`src/sv/delay_line_pitch_shifter_assert.svh`:
```
// assertion macros for the delay line pitch shifter
// no dependencies; included by the modules that carry assertions
`ifndef DELAY_LINE_PITCH_SHIFTER_ASSERT_SVH
`define DELAY_LINE_PITCH_SHIFTER_ASSERT_SVH

// same-cycle implication, checked out of reset
`define DLPS_ASSERT_IMPLY(name, clk, rst_n, ante, cons, msg) \
    name: assert property (@(posedge clk) disable iff (!rst_n) (ante) |-> (cons)) \
        else $error(msg);

// next-cycle implication, checked out of reset
`define DLPS_ASSERT_NEXT(name, clk, rst_n, ante, cons, msg) \
    name: assert property (@(posedge clk) disable iff (!rst_n) (ante) |=> (cons)) \
        else $error(msg);

`endif

```
`src/sv/dlps_pkg.sv`:
```
// shared constants, state and command types for the delay line pitch shifter
// no dependencies
package dlps_pkg;

    // field widths
    localparam int SAMPLE_W        = 24;
    localparam int RATIO_W         = 18;

    // fixed-point and store geometry
    localparam int PHASE_FRAC_BITS = 16;
    localparam int WINDOW_BITS     = 10;
    localparam int STORE_ADDR_W    = 11;
    localparam int STORE_DEPTH     = 1 << STORE_ADDR_W;
    localparam int PHASE_W         = WINDOW_BITS + PHASE_FRAC_BITS;
    localparam int POS_W           = STORE_ADDR_W + PHASE_FRAC_BITS;
    localparam int WEIGHT_W        = PHASE_FRAC_BITS + 1;

    // shared multiplier and accumulator widths
    localparam int DIFF_W          = SAMPLE_W + 1;
    localparam int MUL_A_W         = SAMPLE_W + 1;
    localparam int MUL_B_W         = WEIGHT_W + 1;
    localparam int PROD_W          = MUL_A_W + MUL_B_W;
    localparam int ACC_W           = PROD_W + 1;

    // ratio constants
    localparam int RATIO_ONE       = 65536;
    localparam int BYPASS_BAND     = 6;

    // output clamp
    localparam int SAT_MAX         = 8388607;
    localparam int SAT_MIN         = -8388608;

    // controller states
    typedef enum logic [3:0] {
        S_IDLE,
        S_RD0,
        S_RD1,
        S_RD2,
        S_RD3,
        S_M0,
        S_M1,
        S_M2,
        S_OUT
    } t_state;

    // datapath step commands
    typedef enum logic [3:0] {
        OP_NONE,
        OP_ACCEPT,
        OP_RD0,
        OP_RD1,
        OP_RD2,
        OP_RD3,
        OP_M0,
        OP_M1,
        OP_M2,
        OP_OUT
    } t_dp_op;

    typedef struct packed {
        t_dp_op op;
        logic   load_out;
    } t_dp_cmd;

endpackage

```
`src/sv/dlps_ctrl.sv`:
```
// controller: sequences one item through writes, reads, multiplies and output
// depends on dlps_pkg and delay_line_pitch_shifter_assert.svh
`include "delay_line_pitch_shifter_assert.svh"

module dlps_ctrl (
    input  logic              i_clk,
    input  logic              i_rst_n,
    input  logic              i_in_valid,
    input  logic              i_out_stall,
    output logic              o_in_stall,
    output logic              o_out_valid,
    output dlps_pkg::t_dp_cmd o_cmd
);

    dlps_pkg::t_state r_state;
    dlps_pkg::t_state n_state;
    logic             r_out_valid;
    logic             n_out_valid;

    // state and output valid registers
    always_ff @(posedge i_clk) begin
        if (!i_rst_n) begin
            r_state     <= dlps_pkg::S_IDLE;
            r_out_valid <= 1'b0;
        end else begin
            r_state     <= n_state;
            r_out_valid <= n_out_valid;
        end
    end

    // next state and datapath commands
    always_comb begin
        n_state        = r_state;
        o_cmd.op       = dlps_pkg::OP_NONE;
        o_cmd.load_out = 1'b0;
        o_in_stall     = 1'b1;
        unique case (r_state)
            dlps_pkg::S_IDLE: begin
                o_in_stall = 1'b0;
                if (i_in_valid) begin
                    o_cmd.op = dlps_pkg::OP_ACCEPT;
                    n_state  = dlps_pkg::S_RD0;
                end
            end
            dlps_pkg::S_RD0: begin
                o_cmd.op = dlps_pkg::OP_RD0;
                n_state  = dlps_pkg::S_RD1;
            end
            dlps_pkg::S_RD1: begin
                o_cmd.op = dlps_pkg::OP_RD1;
                n_state  = dlps_pkg::S_RD2;
            end
            dlps_pkg::S_RD2: begin
                o_cmd.op = dlps_pkg::OP_RD2;
                n_state  = dlps_pkg::S_RD3;
            end
            dlps_pkg::S_RD3: begin
                o_cmd.op = dlps_pkg::OP_RD3;
                n_state  = dlps_pkg::S_M0;
            end
            dlps_pkg::S_M0: begin
                o_cmd.op = dlps_pkg::OP_M0;
                n_state  = dlps_pkg::S_M1;
            end
            dlps_pkg::S_M1: begin
                o_cmd.op = dlps_pkg::OP_M1;
                n_state  = dlps_pkg::S_M2;
            end
            dlps_pkg::S_M2: begin
                o_cmd.op = dlps_pkg::OP_M2;
                n_state  = dlps_pkg::S_OUT;
            end
            dlps_pkg::S_OUT: begin
                o_cmd.op = dlps_pkg::OP_OUT;
                if (!r_out_valid || !i_out_stall) begin
                    o_cmd.load_out = 1'b1;
                    n_state        = dlps_pkg::S_IDLE;
                end
            end
            default: begin
                n_state = dlps_pkg::S_IDLE;
            end
        endcase
    end

    // result stays until the downstream transfer
    assign n_out_valid = o_cmd.load_out | (r_out_valid & i_out_stall);
    assign o_out_valid = r_out_valid;

    `DLPS_ASSERT_NEXT(a_accept_starts_reads, i_clk, i_rst_n, (r_state == dlps_pkg::S_IDLE) && i_in_valid, r_state == dlps_pkg::S_RD0, "transfer did not start reads")
    `DLPS_ASSERT_NEXT(a_out_wait_holds, i_clk, i_rst_n, (r_state == dlps_pkg::S_OUT) && r_out_valid && i_out_stall, r_state == dlps_pkg::S_OUT, "left output step with result pending")
    `DLPS_ASSERT_NEXT(a_load_sets_valid, i_clk, i_rst_n, o_cmd.load_out, o_out_valid, "loaded result not shown")

endmodule
```
`config.mk`:
```
export PLATFORM = sky130hd
export DESIGN_NAME = dlps_ctrl
export DESIGN_NICKNAME = d
export VERILOG_FILES = /design/src/sv/dlps_pkg.sv /design/src/sv/dlps_ctrl.sv
export VERILOG_INCLUDE_DIRS = /design/src /design/src/sv
export SDC_FILE = /design/constraint.sdc
export NUM_CORES = 1
export LEC_CHECK = 0
export BUFFER_PORTS_ARGS = -buffer_cell sky130_fd_sc_hd__buf_2
export CORE_AREA = 3 3 40 42
export DETAILED_ROUTE_END_ITERATION = 10
export DIE_AREA = 0 0 43 45
export GPL_TIMING_DRIVEN = 0
export RECOVER_POWER = 100
export SLEW_MARGIN = 20
export SYNTH_ARGS = -nofsm -noshare
export SYNTH_HDL_FRONTEND = slang
export SYNTH_SLANG_ARGS = --single-unit
export TNS_END_PERCENT = 1
```
`constraint.sdc`:
```
create_clock -name i_clk -period 2.8 [get_ports i_clk]
set_input_delay 0.28 -clock i_clk [delete_from_list [all_inputs] [get_ports i_clk]]
set_output_delay 0.28 -clock i_clk [all_outputs]
set_load 0.01 [all_outputs]
```
# Yosys cells after proc, flatten, opt, wreduce, memory -nomap -nowiden
# Cells that the tools add are included.
# word_totals
reg_bits	5
inputBits	4
output_inout_bits	7
word_cells	27
# op_classes
n_eq_ne	10
n_mux	8
bitwise_logic	2
reduce_logical	5
# ops
cell	count
one-hot mux 4 bit (9 select lines)	2
== test 4 x 3 -> 1 bit, second input constant	4
== test 4 x 2 -> 1 bit, second input constant	2
two-way mux 4 bit	2
== test 4 x 1 -> 1 bit, second input constant	1
== test 4 bit, second input constant	1
logical NOT 4 bit	1
two-way mux 1 bit	4
inequality test 2 bit, second input constant	2
logical NOT 1 bit	2
AND reduction 2 bit	1
AND 1 bit	1
logical OR 1 bit	1
bitwise OR 1 bit	1

# Depth between registers and ports, before layout
# logic_depth
depth_word	5
mapped_depth	3
depth_no_buf	2

# Worst setup path after synthesis
# No wires, ideal clock.
# synth_path
path_kind	reg-to-output
start	register r_state[1]
end	output port o_cmd[0] (netlist name)
t_arrival_ns	1.139
required_ns	2.520
setup_slack_ns	1.381
path_stages_with_launch	4
n_path_buf	1
path_cell_list	dfxtp_1 buf_6 or4b_4 a21oi_2
# synth_lines
item	line_no	text
from (decl)	dlps_ctrl.sv:15	dlps_pkg::t_state r_state;
from (signal assigned)	dlps_ctrl.sv:23	r_state <= dlps_pkg::S_IDLE;
from (signal assigned)	dlps_ctrl.sv:26	r_state <= n_state;
to (decl)	dlps_ctrl.sv:12	output dlps_pkg::t_dp_cmd o_cmd

==> results.md <==
* Setup violators final at 0
* Most frequent cells in the layout: 7 x clkbuf_1, 5 x buf_2, 5 x dfxtp_1, 4 x a21oi_1
* Port Buffers at 10
* Num rows at 13
* Cts repair resizes at 0
* Ant. Diodes at 0
* Initial antenna violation count at 0
* Initial core utilization at 21.2%
* Hold Buf Count CTS at 0
* CP Capture Type: output port
* Die area at 1940 µm²
* R2R setup slack at 1.52 ns
* Maximum VDD drop at 0.000226 V
* Max frequency at 540 MHz
* Kind of critical path: register to output port
* Post-CTS Repair Setup Buffers at 0
* Warnings, synthesis at 0
* Commonest non-fill, non-tap cell in the layout: clkbuf_1
* # IOs at 11
* Vias/cell at 4.22
* Xor and xnor area share after synthesis at 3.21%
* DR DRC count at 0
* Fill cell count at 150
* Async SR Flop Fraction at 0%
* Unrepaired setup endpoints after global routing: no
* Seq/Total Area, Yosys at 36.7%
* Final net count at 49
* Syn Std Cell Area at 273 µm²
* Distinct cell type count after synthesis at 20
* Clk_lat worst skew at 0.24 ns
* Mux contribution to synthesized area at 0%
* Final WL at 556 µm
* WL/cell at 9.42 µm
* Critical Path Fanout Max at 8
* Slew @ Worst Pin at 0.314 ns
* WHS Path Cells at 3
* Status: finished, final reports clean
* Ys flop type: dfxtp_1
* Syn nets at 34
* Worst EP required at 2.52 ns
* Type of the worst min-delay path: primary input to register
* #FFs+latches synth at 5
* DRT Pass-1 Iters at 4
* Worst-path clk slew at 0.04 ns
* Syn Area/Cell at 9.09 µm²
* Die Y at 45 µm
* HPWL after detailed placement at 376 µm
* Core ar. at 1280 µm²
* Total gr overflow at 0
* All-Layer GR Usage at 6.84%
* Non-filler cells, final at 59
* Hold Path End: o_out_valid
* CTS root buffer: clkbuf_4
* Syn Inst Count at 30
* GPL Wtd Cong at 0.726
* Maxcap violations at 0
* Routed vias at 249
* Pin count of the biggest net entering global routing at 10
* Slew headroom at 79.0%
* RR Endpoint: o_out_valid
* Iter 0 DRT Violations at 9
* Tcrit/Tclk final at 66.2%
* R2R cell count at 3
* Vias in the first global route at 191
* Minimum clock period at 1.85 ns
* Width of the die at 43 µm
* Largest family of logic cells by synthesized area: simple AND/OR/NAND/NOR gates
* Leakage at 0.143 nW
* Worst r2r src: r_state[0]
* Final hold viol count at 0
* Hold Slack at 0.308 ns
* DP Cell Count at 55
* Post-DRT Antenna Nets at 0
* Synth Area in Adders at 0%
* Hold wc startpoint: i_out_stall
* CTS tree: built
* Post-Route Setup TNS at 0 ns
* Fraction of layout cells with a size suffix above 1 at 27.3%
* CP startpoint kind: register
* Simple-gate area share of the yosys netlist at 31.7%
* Synth Area in Compound Gates at 21.1%
* First-pass GRT wire length at 862 µm
* Pins Over Slew Limit at 0
* Number of synthesized flops with an enable pin at 0
* Tot Pwr at 0.206 mW
* Clock buffer depth at 2
* TritonCTS buffer count at 3
* Worst Skew at 0.00324 ns
* Clk sink count at 5
* Critical path arrival at 1.57 ns
* Area Overhead vs Synth at 28.0%
* Cell Pwr Density at 590 nW/µm²
* CTS H-tree depth at 1
[area by class of cell]
| type | instances | area [µm²] | area share, % |
|---|---|---|---|
| Timing Repair Buffer | 10 | 43.8 | 12.5 |
| Multi-Input combinational cell | 22 | 141 | 40.5 |
| Clock buffer | 4 | 26.3 | 7.53 |
| Tap cell | 15 | 18.8 | 5.38 |
| Sequential cell | 5 | 100 | 28.7 |
| Inverter | 1 | 3.75 | 1.08 |
| Buffer | 2 | 15.0 | 4.30 |
[synth_stat cells, types with 2 or more instances]
master,number,area [µm²]
a21oi_2,2,17.5
nor3_1,3,15.0
dfxtp_1,5,100
nor2_1,2,7.51
nand2_1,2,7.51
a21oi_1,2,10.0
[power breakdown]
group	switching (mW)	internal (mW)
clock network	0.0292	0.0538
logic	0.0246	0.0203
registers	0.00236	0.0757
total	0.0562	0.150
[through the flow]
stage | utilization (%) | cell area [µm²] | setup WS (ns)
2_1_floorplan | - | 273 | 1.38
3_3_place_gp | 26.6 | 342 | 1.29
3_5_place_dp | 26.6 | 342 | 1.29
4_1_cts | 28.6 | 368 | 1.01
5_1_grt | 27.2 | 349 | 0.859
6_report | 27.2 | 349 | 0.948
[logic make-up after synthesis]
kind of cell,after synthesis
buf+inv,3
compound gates,7
xor+xnor,1
flops,5
simple gates,14
[layer usage]
metal	part of all wire (%)	track usage, %	up-vias
met5	0	0	-
met1	51	8.23	104
met2	39	6.89	10
met4	0	3.61	0
met3	10	7.57	0
li1	-	-	135
[critical path, cell delays in order (launching register included)]
cell	delay (ns)
dfxtp_1	0.29
clkbuf_1	0.17
or4b_1	0.59
a21oi_1	0.14
buf_2	0.14
[flip-flops by register name, summed over array words and instances, names as in the netlist]
name         flops
r_state          4
o_out_valid      1
[how the worst max path moves through the flow]
stage | from | to | slack, ns | depth (start not counted)
after floorplan | r_state[1] | o_cmd[0] | 1.38 | 3
after global placement | r_state[1] | o_cmd[0] | 1.29 | 4
after detailed placement | r_state[1] | o_cmd[0] | 1.29 | 4
after CTS | r_state[1] | o_cmd[0] | 1.01 | 4
after global routing | r_state[0] | o_cmd[0] | 0.86 | 4
final | r_state[0] | o_cmd[0] | 0.95 | 4
Note: power is estimated with default switching activity, not from simulation.
